### src/ntm_pkg.sv
// Shared constants and types for the nearest timestamp match block.
// No dependencies; the cell, top level, checker and testbench import this package.
package ntm_pkg;

   localparam int DEPTH_DEF      = 1024;
   localparam int TIME_BITS_DEF  = 48;
   localparam int COORD_BITS_DEF = 32;

   localparam logic [63:0] GAP_RESET = 64'd1000000000000;

   typedef enum logic [1:0] {
      KIND_CLEAR = 2'd0,
      KIND_LOAD  = 2'd1,
      KIND_QUERY = 2'd2
   } kind_type;

   // Control part of the search token that walks down the cell chain.
   typedef struct packed {
      logic valid;
      logic found;
   } tok_ctl_type;

endpackage

### src/ntm_cell.sv
// One cell of the search chain: holds one table entry and updates the passing token.
// Depends on ntm_pkg for the token control type.
module ntm_cell import ntm_pkg::*; #(
   parameter int INDEX      = 0,
   parameter int IDX_BITS   = 10,
   parameter int CNT_BITS   = 11,
   parameter int TIME_BITS  = 48,
   parameter int COORD_BITS = 32
) (
   input  logic                         clock,
   input  logic                         reset,
   input  logic                         wr_en,
   input  logic        [IDX_BITS-1:0]   wr_addr,
   input  logic        [TIME_BITS-1:0]  wr_stamp,
   input  logic signed [COORD_BITS-1:0] wr_x,
   input  logic signed [COORD_BITS-1:0] wr_y,
   input  logic signed [COORD_BITS-1:0] wr_z,
   input  logic        [CNT_BITS-1:0]   count,
   input  logic        [TIME_BITS-1:0]  q_stamp,
   input  tok_ctl_type                  in_ctl,
   input  logic        [IDX_BITS-1:0]   in_idx,
   input  logic        [TIME_BITS-1:0]  in_gap,
   input  logic signed [COORD_BITS-1:0] in_x,
   input  logic signed [COORD_BITS-1:0] in_y,
   input  logic signed [COORD_BITS-1:0] in_z,
   output tok_ctl_type                  out_ctl,
   output logic        [IDX_BITS-1:0]   out_idx,
   output logic        [TIME_BITS-1:0]  out_gap,
   output logic signed [COORD_BITS-1:0] out_x,
   output logic signed [COORD_BITS-1:0] out_y,
   output logic signed [COORD_BITS-1:0] out_z
);

   logic        [TIME_BITS-1:0]  stamp_ff;
   logic signed [COORD_BITS-1:0] x_ff, y_ff, z_ff;
   tok_ctl_type                  ctl_ff;
   logic        [IDX_BITS-1:0]   idx_ff;
   logic        [TIME_BITS-1:0]  gap_ff;
   logic signed [COORD_BITS-1:0] tx_ff, ty_ff, tz_ff;

   logic                 active;
   logic [TIME_BITS-1:0] diff;
   logic                 hit;
   logic                 wr_here;

   assign wr_here = wr_en && (wr_addr == IDX_BITS'(INDEX));
   assign active  = CNT_BITS'(INDEX) < count;
   assign diff    = (q_stamp >= stamp_ff) ? (q_stamp - stamp_ff) : (stamp_ff - q_stamp);
   // Strict compare keeps the earliest entry on a tie.
   assign hit     = in_ctl.valid && active && (diff < in_gap);

   always_ff @(posedge clock) begin
      if (wr_here) begin
         stamp_ff <= wr_stamp;
         x_ff     <= wr_x;
         y_ff     <= wr_y;
         z_ff     <= wr_z;
      end
      if (hit) begin
         idx_ff <= IDX_BITS'(INDEX);
         gap_ff <= diff;
         tx_ff  <= x_ff;
         ty_ff  <= y_ff;
         tz_ff  <= z_ff;
      end else begin
         idx_ff <= in_idx;
         gap_ff <= in_gap;
         tx_ff  <= in_x;
         ty_ff  <= in_y;
         tz_ff  <= in_z;
      end
      if (reset) begin
         ctl_ff <= '0;
      end else begin
         ctl_ff.valid <= in_ctl.valid;
         ctl_ff.found <= in_ctl.found || hit;
      end
   end

   assign out_ctl = ctl_ff;
   assign out_idx = idx_ff;
   assign out_gap = gap_ff;
   assign out_x   = tx_ff;
   assign out_y   = ty_ff;
   assign out_z   = tz_ff;

endmodule

### config.mk
export PLATFORM = sky130hd
export DESIGN_NAME = ntm_cell
export DESIGN_NICKNAME = d
export VERILOG_FILES = /design/src/ntm_pkg.sv /design/src/ntm_cell.sv
export SDC_FILE = /design/constraint.sdc
export NUM_CORES = 1
export LEC_CHECK = 0
export BUFFER_PORTS_ARGS = -buffer_cell sky130_fd_sc_hd__buf_4
export CORE_AREA = 2 2 205 207
export DETAILED_ROUTE_END_ITERATION = 8
export DIE_AREA = 0 0 207 209
export PLACE_DENSITY = 0.71
export REMOVE_ABC_BUFFERS = 1
export SLEW_MARGIN = 20
export SYNTH_ARGS = -nofsm -noshare
export SYNTH_HDL_FRONTEND = slang
export SYNTH_SLANG_ARGS = --single-unit
### constraint.sdc
create_clock -name clock -period 30.3 [get_ports clock]
set_input_delay 6.06 -clock clock [delete_from_list [all_inputs] [get_ports clock]]
set_output_delay 6.06 -clock clock [all_outputs]
set_load 0.03 [all_outputs]
==> results.sh, run 1 <==
export IMPL_hold_end="out_z[30]"
export IMPL_internal_power_w=0.000830
export IMPL_start_kind="primary input"
export IMPL_finalInstanceArea_um2=21800
export IMPL_drtPass1Iterations=6
export IMPL_synth_async_sr_flop_share_pct=0
export IMPL_drive_gt1_share_pct=34.2
export IMPL_yosysTopAreaCell="edfxtp_1"
export IMPL_drtIter0Drc=856
export IMPL_viasPerCell=5.30
export IMPL_wl_met1_um=21800
export IMPL_portBuffers=527
export IMPL_p_leak_nw=9.76
export IMPL_cts_tree="yes"
export IMPL_ant_nets=0
export IMPL_dieArea_um2=43300
export IMPL_cts_hold_buf=0
export IMPL_post_cts_buffers=0
export IMPL_clock_power_share_pct=36.2
export IMPL_max_freq_ghz=0.0808
export IMPL_r2r_end="out_y[30]"
export IMPL_die_h_um=209
export IMPL_setup_viol=0
export IMPL_wl_met3_um=4160
export IMPL_hpwlAfterDp_um=45700
export IMPL_slew_limit_headroom_pct=31.3
export IMPL_min_period_ns=12.37
export IMPL_min_path_cells=1
export IMPL_grt_pass1_wl_um=83700
export IMPL_io_pins=528
export IMPL_p_seq_share_pct=39.4
export IMPL_die_x_um=207
export IMPL_start_util_pct=39.3
export IMPL_reg2reg_slack_ns=23.19
export IMPL_grt_remaining_overflow=0
export IMPL_drc_errors=0
export IMPL_grt_pass1_vias=14500
export IMPL_worstPathMaxFanout=68
export IMPL_r2r_start="stamp_ff[9]"
export IMPL_clk_path_buf_depth=3
export IMPL_placed_cell_area_um2=20600
export IMPL_fin_setup_tns_ns=0
export IMPL_fin_crit_sh_pct=40.8
export IMPL_postSynthAreaPerCell_um2=10.1
export IMPL_cp_arrival_ns=12.78
export IMPL_clock_root_buffer="clkbuf_16"
export IMPL_power_net_switching_w=0.000340
export IMPL_final_max_slew_violation_count=0
export IMPL_pwr_share_comb_pct=24.4
export IMPL_cts_resized=0
export IMPL_synth_cell_area_um2=16200
export IMPL_irDropWorstVdd_mv=0.0550
export IMPL_finClkSkew_ns=0.0314
export IMPL_hold_violations=0
export IMPL_grt_max_degree=79
export IMPL_synth_edf_count=144
export IMPL_synthCells=1597
export IMPL_power_w=0.00117
export IMPL_grt_util_all_layers_pct=25.1
export IMPL_cts_reportedPaths_clkPinSlew_ns=0.06
export IMPL_antenna_found_initial=13
export IMPL_wire_per_inst_um=21.1
export IMPL_rsz0062_at_grt="no"
export IMPL_gp_congestion=0.923
export IMPL_crit_path_end_kind="register"
export IMPL_num_vias=14200
export IMPL_ys_ff_latch=300
export IMPL_cts_sinks=300
export IMPL_status="complete, no violations"
export IMPL_core_area_um2=41300
export IMPL_yosysUniqueCellTypes=69
export IMPL_critPathKind="in2reg"
export IMPL_route_top_layer_used="met5"
export IMPL_ys_warn_count=0
export IMPL_switching_share_pct=29.1
export IMPL_seq_area_frac_synth_pct=45.9
export IMPL_worst_pin_slew_ns=1.03
export IMPL_num_rows=75
export IMPL_clock_latency_ns=0.55
export IMPL_min_delay_start="z_ff[30]"
export IMPL_cap_violations=0
export IMPL_numCtsBuffers=35
export IMPL_ys_flop_type="dfxtp_1"
export IMPL_area_delta_synth_final_pct=34.3
export IMPL_ys_top_cells_by_area="edfxtp_1, dfxtp_1, ha_1, mux2_2, a21oi_1"
export IMPL_synth_top_area_share_pct=26.7
export IMPL_post_route_util_pct=52.7
export IMPL_nets=2615
export IMPL_pwr_density_cell_nw_per_um2=53.8
export IMPL_wl_um=56500
export IMPL_reg2reg_depth=22
export IMPL_cp_required_ns=30.71
export IMPL_cts_htree_levels=2
export IMPL_hold_path_class="reg2reg"
export IMPL_wl_met2_um=28600
-- per-layer routing --
layer / GRT usage [%] / vias up
li1: - / 6726
met1: 28.8 / 6776
met2: 44.4 / 579
met3: 6.57 / 101
met4: 9.90 / 2
met5: 0 / -
-- flip-flops by register name, indices dropped and copies added, names as in the netlist, 10 cells and up --
| signal | flops |
|---|---|
| out_gap | 48 |
| stamp_ff | 48 |
| out_x | 32 |
| out_y | 32 |
| out_z | 32 |
| x_ff | 32 |
| y_ff | 32 |
| z_ff | 32 |
| out_idx | 10 |
-- worst max-delay path by stage --
stage / startpoint / endpoint / depth (start not counted) / slack [ns]
finish: q_stamp[0] / out_y[30] / 26 / 17.93
detailed placement: q_stamp[0] / out_z[21] / 26 / 17.42
CTS: q_stamp[0] / out_y[30] / 26 / 17.92
global placement: q_stamp[0] / out_x[19] / 26 / 17.52
floorplan: wr_addr[9] / stamp_ff[0] / 1 / 9.28
global route: q_stamp[0] / out_y[30] / 26 / 17.42
-- cell type report --
| cell class | instances | area, um^2 |
|---|---|---|
| timing repair buffer | 535 | 4020 |
| sequential | 300 | 7450 |
| tap | 539 | 674 |
| clock inverter | 10 | 124 |
| antenna | 11 | 27.5 |
| fill | 3781 | 19500 |
| clock buffer | 54 | 1030 |
| multi-input combinational | 1062 | 7820 |
| inverter | 165 | 619 |
-- cell families after synthesis --
family	synth area share [%]
AOI/OAI and AO/OA	15.6
buffers and inverters	5.90
and+or+nand+nor	9.76
adders and majority gates	11.2
DFF	45.9
muxes	9.09
xor gates and xnor gates	2.49
-- cells in the mapped netlist, types with 5 or more instances --
master / n
a21oi_1: 168
dfxtp_1: 156
inv_1: 165
o21a_1: 9
nor4_1: 8
buf_4: 7
a211oi_1: 18
ha_1: 142
and2_1: 11
o31ai_1: 5
o21bai_1: 23
a21boi_0: 8
nand4_1: 35
xor2_1: 18
nor2b_1: 12
xnor2_1: 28
a31oi_1: 10
o21ai_0: 90
mux2i_1: 10
nand2_1: 88
edfxtp_1: 144
nor2_1: 103
o21ai_1: 6
nor3_1: 22
o22ai_1: 5
a21o_1: 24
clkbuf_1: 33
nand3_1: 14
mux2_2: 121
buf_2: 24
o211ai_1: 10
-- metrics by stage --
| stage | hold WS (ns) | setup slack (ns) | std cells |
|---|---|---|---|
| after floorplan | 0.450 | 9.28 | 1527 |
| after global placement | 0.451 | 17.52 | 2601 |
| after detailed placement | 0.458 | 17.42 | 2601 |
| after CTS | 0.471 | 17.92 | 2665 |
| after global routing | 0.477 | 17.42 | 2675 |
| final | 0.469 | 17.93 | 2676 |
-- power by group through the flow --
stage	Combinational [W]	Clock, W	Sequential, W
after floorplan	0.000122	0	0.000524
after global placement	0.000281	0	0.000469
after detailed placement	0.000285	0	0.000469
after CTS	0.000286	0.000435	0.000461
after global routing	0.000307	0.000447	0.000463
final	0.000286	0.000424	0.000461
-- cell usage in the layout, fill, tap and decap left out, drive strengths merged, types with 8 or more instances in the layout --
cell type  instances
and2              11
a31oi             10
nor2b             12
a211oi            18
nor2             103
nand4             39
o21ai             96
o21a               9
buf              535
ha               142
inv              168
nor3              22
o21bai            23
nand2             88
xnor2             28
a21o              24
edfxtp           144
a21oi            170
o211ai            10
mux2             122
nand3             14
mux2i             10
xor2              18
clkbuf            54
diode             11
a21boi             8
dfxtp            156
nor4              10
-- critical path, cell delays in order --
cell and delay [ns]:
buf_4 0.11, inv_1 0.06, ha_1 0.16, inv_1 0.06, fa_1 0.40, a211oi_1 0.26, o211ai_1 0.24, a21oi_2 0.29
nor4_4 0.10, a2111oi_4 0.37, buf_4 0.39, mux2i_1 0.36, a31oi_1 0.19, o22ai_1 0.21, xor2_1 0.36, ha_1 0.20
nand4_1 0.12, a211oi_1 0.25, o21ai_0 0.12, a21oi_1 0.16, nand4b_1 0.19, a21oi_1 0.14, o21ai_4 0.16, buf_4 0.52
buf_4 0.74, mux2_2 0.42
(Power assumes the default switching activity.)
==> run 2, diff against run 1 <==
==> constraint.sdc (replaced) <==
create_clock -name clock -period 11.85 [get_ports clock]
set_input_delay 2.37 -clock clock [delete_from_list [all_inputs] [get_ports clock]]
set_output_delay 2.37 -clock clock [all_outputs]
set_load 0.03 [all_outputs]
==> run 2 against run 1 <==
Against the previous run: setup slack got worse by 15 ns; via count decreased by 0.19%; global-route usage down 0.12 points; clock skew decreased by 0.0081 ns; flip-flop and latch count is the same; first-iteration DRC count increased by 20%; worst hold slack got worse by 0.0021 ns; die area stayed put; final cell count stayed put; critical endpoint is now out_z[11].
==> results.sh, run 2 (synthesis gave the netlist of run 1 again) <==
export IMPL_hold_violations=0
export IMPL_min_path_cells=1
export IMPL_preCtsSetupSlack_ns=2.27
export IMPL_cts_sinks=300
export IMPL_start_kind="primary input"
export IMPL_drtPass1Iterations=6
export IMPL_start_util_pct=39.3
export IMPL_post_cts_buffers=0
export IMPL_grt_remaining_overflow=0
export IMPL_status="complete, no violations"
export IMPL_cp_arrival_ns=9.55
export IMPL_reg2reg_depth=23
export IMPL_rsz0062_at_grt="no"
export IMPL_reg2reg_slack_ns=4.32
export IMPL_cp_required_ns=12.27
export IMPL_wire_per_inst_um=21.1
export IMPL_finClkSkew_ns=0.0233
export IMPL_startpoint="q_stamp[0]"
export IMPL_clock_root_buffer="clkbuf_16"
export IMPL_grt_pass1_wl_um=83000
export IMPL_nets=2614
export IMPL_drive_gt1_share_pct=34.1
export IMPL_slew_limit_headroom_pct=25.8
export IMPL_area_delta_synth_final_pct=33.8
export IMPL_max_freq_ghz=0.109
export IMPL_worst_pin_slew_ns=1.11
export IMPL_antenna_found_initial=15
export IMPL_hold_path_class="reg2reg"
export IMPL_clk_path_buf_depth=3
export IMPL_layout_commonest_cell="buf_4"
export IMPL_fin_crit_sh_pct=77.1
export IMPL_crit_path_end_kind="register"
export IMPL_grt_max_degree=76
export IMPL_die_x_um=207
export IMPL_numCtsBuffers=35
export IMPL_cts_htree_levels=2
export IMPL_finalInstanceArea_um2=21700
export IMPL_num_vias=14200
export IMPL_gp_congestion=0.932
export IMPL_cts_reportedPaths_clkPinSlew_ns=0.06
export IMPL_ant_nets=0
export IMPL_viasPerCell=5.29
export IMPL_clock_latency_ns=0.55
export IMPL_hold_end="out_z[3]"
export IMPL_placed_cell_area_um2=20600
export IMPL_grt_util_all_layers_pct=24.9
export IMPL_wl_um=56400
export IMPL_dieArea_um2=43300
export IMPL_portBuffers=527
export IMPL_holdWs_ns=0.467
export IMPL_min_delay_start="z_ff[3]"
export IMPL_fill_cells=3807
export IMPL_irDropWorstVdd_mv=0.129
export IMPL_drtIter0Drc=1030
export IMPL_cts_hold_buf=0
export IMPL_io_pins=528
export IMPL_cts_tree="yes"
export IMPL_fin_ws_ns=2.72
export IMPL_core_area_um2=41300
export IMPL_hpwlAfterDp_um=45600
export IMPL_r2r_start="stamp_ff[0]"
export IMPL_cts_resized=0
export IMPL_power_w=0.00293
export IMPL_final_max_slew_violation_count=0
export IMPL_min_period_ns=9.13
export IMPL_setup_viol=0
export IMPL_die_h_um=209
export IMPL_post_route_util_pct=52.5
export IMPL_r2r_end="out_z[11]"
export IMPL_grt_pass1_vias=14400
export IMPL_critPathKind="in2reg"
export IMPL_drc_errors=0
export IMPL_pwr_density_cell_nw_per_um2=135
export IMPL_final_cell_mix="buf_4, a21oi_1, inv_1"
export IMPL_num_rows=75
export IMPL_p_leak_nw=9.72
export IMPL_cap_violations=0
export IMPL_worstPathMaxFanout=74
run 2: changes by cell type in the layout (fill, tap and decap cells not counted), sizes merged:
cell	delta
inv	-1
buf	-1
clkbuf	-7
bufinv	-1
clkinv	+8
diode	+1
clkinvlp	+1
run 2: how the worst max path moves through the flow:
stage,slack (ns),cells after the start,to
floorplan,-5.48,1,stamp_ff[0]
finish,2.72,25,out_z[11]
global placement,2.39,25,out_z[11]
CTS,2.81,25,out_z[11]
detailed placement,2.27,25,out_z[11]
global route,2.16,25,out_z[24]
run 2: stage by stage:
| stage | TNS [ns] | cells |
|---|---|---|
| 2_1_floorplan | -1224.24 | 1527 |
| 3_3_place_gp | 0 | 2600 |
| 3_5_place_dp | 0 | 2600 |
| 4_1_cts | 0 | 2664 |
| 5_1_grt | 0 | 2676 |
| 6_report | 0 | 2676 |
run 2: where the power goes:
part	internal (W)	switching (W)
Sequential	0.00116	0.0000222
Clock	0.000587	0.000432
Combinational	0.000316	0.000413
run 2: critical path: stages:
cell	delay, ns
buf_4	0.11
inv_1	0.05
ha_1	0.15
inv_1	0.06
fa_1	0.40
a211oi_1	0.25
o211ai_1	0.24
a21oi_2	0.26
nor4_4	0.09
a2111oi_4	0.99
buf_4	0.47
mux2i_1	0.34
a31oi_1	0.16
o22ai_1	0.20
xor2_1	0.11
ha_1	0.32
nand4_1	0.10
a211oi_1	0.22
o21ai_0	0.11
a21oi_1	0.12
nand4b_1	0.13
a21oi_1	0.11
o21ai_4	0.77
buf_4	0.85
mux2_2	0.42
run 2: cell type report:
class	instances	area [um^2]	area share, %
flip-flops and latches	300	7450	34.3
repair buffers	534	4010	18.5
multi-input cells	1062	7820	36.1
inverters	165	619	2.86
diodes	12	30.0	0.138
clock buffers	47	942	4.34
clock inverters	17	139	0.640
well taps	539	674	3.11
run 2: layer usage:
layer | vias up | track usage [%] | part of all wire, %
met5 | - | 0 | 0.027
met4 | 2 | 10.8 | 4.3
met3 | 110 | 7.09 | 7.9
met2 | 574 | 44.0 | 50
met1 | 6741 | 28.0 | 38
li1 | 6730 | - | -
==> run 3, diff against run 2 <==
==> constraint.sdc (replaced) <==
create_clock -name clock -period 8.5 [get_ports clock]
set_input_delay 1.7 -clock clock [delete_from_list [all_inputs] [get_ports clock]]
set_output_delay 1.7 -clock clock [all_outputs]
set_load 0.03 [all_outputs]
==> run 3 against run 2 <==
Against the previous run: clock skew down 0.0098 ns; final cell count up 0.64%; sequential power up 39%; sequential share of layout area down 0.42 points; routed wire length up 2.2%; die area unchanged; critical path type unchanged; largest power group unchanged.
==> results.sh, run 3 (synthesis gave the netlist of run 1 again) <==
export IMPL_placed_cell_area_um2=20700
export IMPL_cts_sinks=300
export IMPL_pwr_density_cell_nw_per_um2=192
export IMPL_p_leak_nw=9.86
export IMPL_critPathKind="in2reg"
export IMPL_worst_pin_slew_ns=1.03
export IMPL_slew_limit_headroom_pct=31.0
export IMPL_core_area_um2=41300
export IMPL_dieArea_um2=43300
export IMPL_cts_htree_levels=2
export IMPL_min_period_ns=7.10
export IMPL_cts_tree="yes"
export IMPL_wire_per_inst_um=21.4
export IMPL_preCtsSetupSlack_ns=0.881
export IMPL_hold_path_class="reg2reg"
export IMPL_cts_hold_buf=0
export IMPL_antenna_found_initial=18
export IMPL_post_route_util_pct=53.2
export IMPL_drtPass1Iterations=6
export IMPL_grt_pass1_wl_um=85200
export IMPL_cp_arrival_ns=7.53
export IMPL_grt_max_degree=76
export IMPL_r2r_start="stamp_ff[41]"
export IMPL_reg2reg_depth=20
export IMPL_grt_remaining_overflow=0
export IMPL_num_rows=75
export IMPL_die_x_um=207
export IMPL_reg2reg_slack_ns=2.33
export IMPL_drc_errors=0
export IMPL_r2r_end="out_gap[2]"
export IMPL_worstPathMaxFanout=44
export IMPL_viasPerCell=5.31
export IMPL_hpwlAfterDp_um=46800
export IMPL_grt_pass1_vias=14400
export IMPL_drive_gt1_share_pct=34.7
export IMPL_start_kind="primary input"
export IMPL_register_area_um2=7450
export IMPL_portBuffers=527
export IMPL_clk_path_buf_depth=3
export IMPL_post_cts_buffers=0
export IMPL_cap_violations=0
export IMPL_finClkSkew_ns=0.0135
export IMPL_min_delay_start="y_ff[28]"
export IMPL_gp_congestion=0.904
export IMPL_cts_resized=0
export IMPL_status="complete, no violations"
export IMPL_fill_cells=3750
export IMPL_post_layout_nonfiller_instances=2693
export IMPL_fin_ws_ns=1.40
export IMPL_final_max_slew_violation_count=0
export IMPL_hold_end="out_y[28]"
export IMPL_final_cell_mix="buf_4, a21oi_1, inv_1"
export IMPL_layout_commonest_cell="buf_4"
export IMPL_place_inst=2613
export IMPL_num_vias=14300
export IMPL_ant_nets=0
export IMPL_numCtsBuffers=35
export IMPL_max_freq_ghz=0.141
export IMPL_area_delta_synth_final_pct=35.4
export IMPL_clock_latency_ns=0.54
export IMPL_start_util_pct=39.3
export IMPL_clock_root_buffer="clkbuf_16"
export IMPL_multiInputGateArea_um2=7820
export IMPL_nets=2627
export IMPL_crit_path_end_kind="register"
export IMPL_fin_crit_sh_pct=83.5
export IMPL_io_pins=528
export IMPL_rsz0062_at_grt="no"
export IMPL_cts_reportedPaths_clkPinSlew_ns=0.06
export IMPL_wl_um=57700
export IMPL_finalInstanceArea_um2=21900
export IMPL_irDropWorstVdd_mv=0.179
export IMPL_drtIter0Drc=950
export IMPL_die_h_um=209
export IMPL_min_path_cells=1
export IMPL_hold_violations=0
export IMPL_cp_required_ns=8.93
export IMPL_grt_util_all_layers_pct=25.6
export IMPL_setup_viol=0
==> run 3: cell types whose count changed in the layout (fill, tap and decap cells not counted) <==
cell / delta
buf_4: +8
buf_12: +5
clkbuf_8: +2
diode_2: +4
inv_6: -1
clkbuf_1: -2
clkinv_1: -2
clkinv_2: -2
clkbuf_16: +4
clkinv_4: -2
inv_4: +3
==> run 3: worst max-delay path, cell delays in order <==
cell       delay, ns
buf_4           0.11
inv_1           0.05
ha_1            0.15
inv_1           0.05
fa_1            0.40
a211oi_1        0.31
o211ai_1        0.21
a21oi_2         0.29
nor4_4          0.10
a2111oi_4       0.32
buf_4           0.55
mux2i_1         0.33
a31oi_1         0.18
o22ai_1         0.21
xor2_1          0.13
ha_1            0.32
nand4_1         0.10
a211oi_1        0.22
o21ai_0         0.11
a21oi_1         0.15
nand4b_1        0.17
a21oi_1         0.15
o21ai_4         0.20
buf_12          0.23
buf_4           0.35
mux2_2          0.38
==> run 3: cell type report <==
| cell class | instances | share of cell area (%) |
|---|---|---|
| clock buffer | 51 | 4.84 |
| clock inverter | 13 | 0.519 |
| inverter | 165 | 2.82 |
| tap | 539 | 3.07 |
| antenna | 16 | 0.182 |
| multi-input combinational | 1062 | 35.6 |
| sequential | 300 | 33.9 |
| timing repair buffer | 547 | 19.0 |
==> run 3: worst max-delay path by stage <==
stage	from	to	slack (ns)	cells after the start
6_report	q_stamp[0]	out_gap[2]	1.40	26
5_1_grt	q_stamp[9]	out_gap[17]	1.02	25
3_5_place_dp	q_stamp[0]	out_gap[2]	0.88	26
2_1_floorplan	wr_addr[9]	stamp_ff[0]	-8.16	1
3_3_place_gp	q_stamp[9]	out_gap[2]	0.98	23
4_1_cts	q_stamp[0]	out_gap[2]	1.43	26
==> run 3: per-stage QoR <==
step           total power (W)  setup TNS, ns  hold slack [ns]
2_1_floorplan          0.00230       -2025.56            0.450
6_report               0.00421              0            0.470
3_5_place_dp           0.00271              0            0.458
4_1_cts                0.00425              0            0.471
5_1_grt                0.00438              0            0.480
3_3_place_gp           0.00270              0            0.450
==> run 3: routing by layer <==
metal	up-vias	GRT usage, %	wire (um)
met3	98	6.18	4380
met5	-	0	33
met2	607	43.7	28900
met4	4	12.6	2050
li1	6750	-	-
met1	6848	30.2	22300
==> run 3: report_power, final <==
part / switching (W) / leakage [nW] / internal [W]
Clock: 0.000617 / 0.578 / 0.000908
Combinational: 0.000586 / 6.67 / 0.000456
Sequential: 0.0000308 / 2.61 / 0.00161
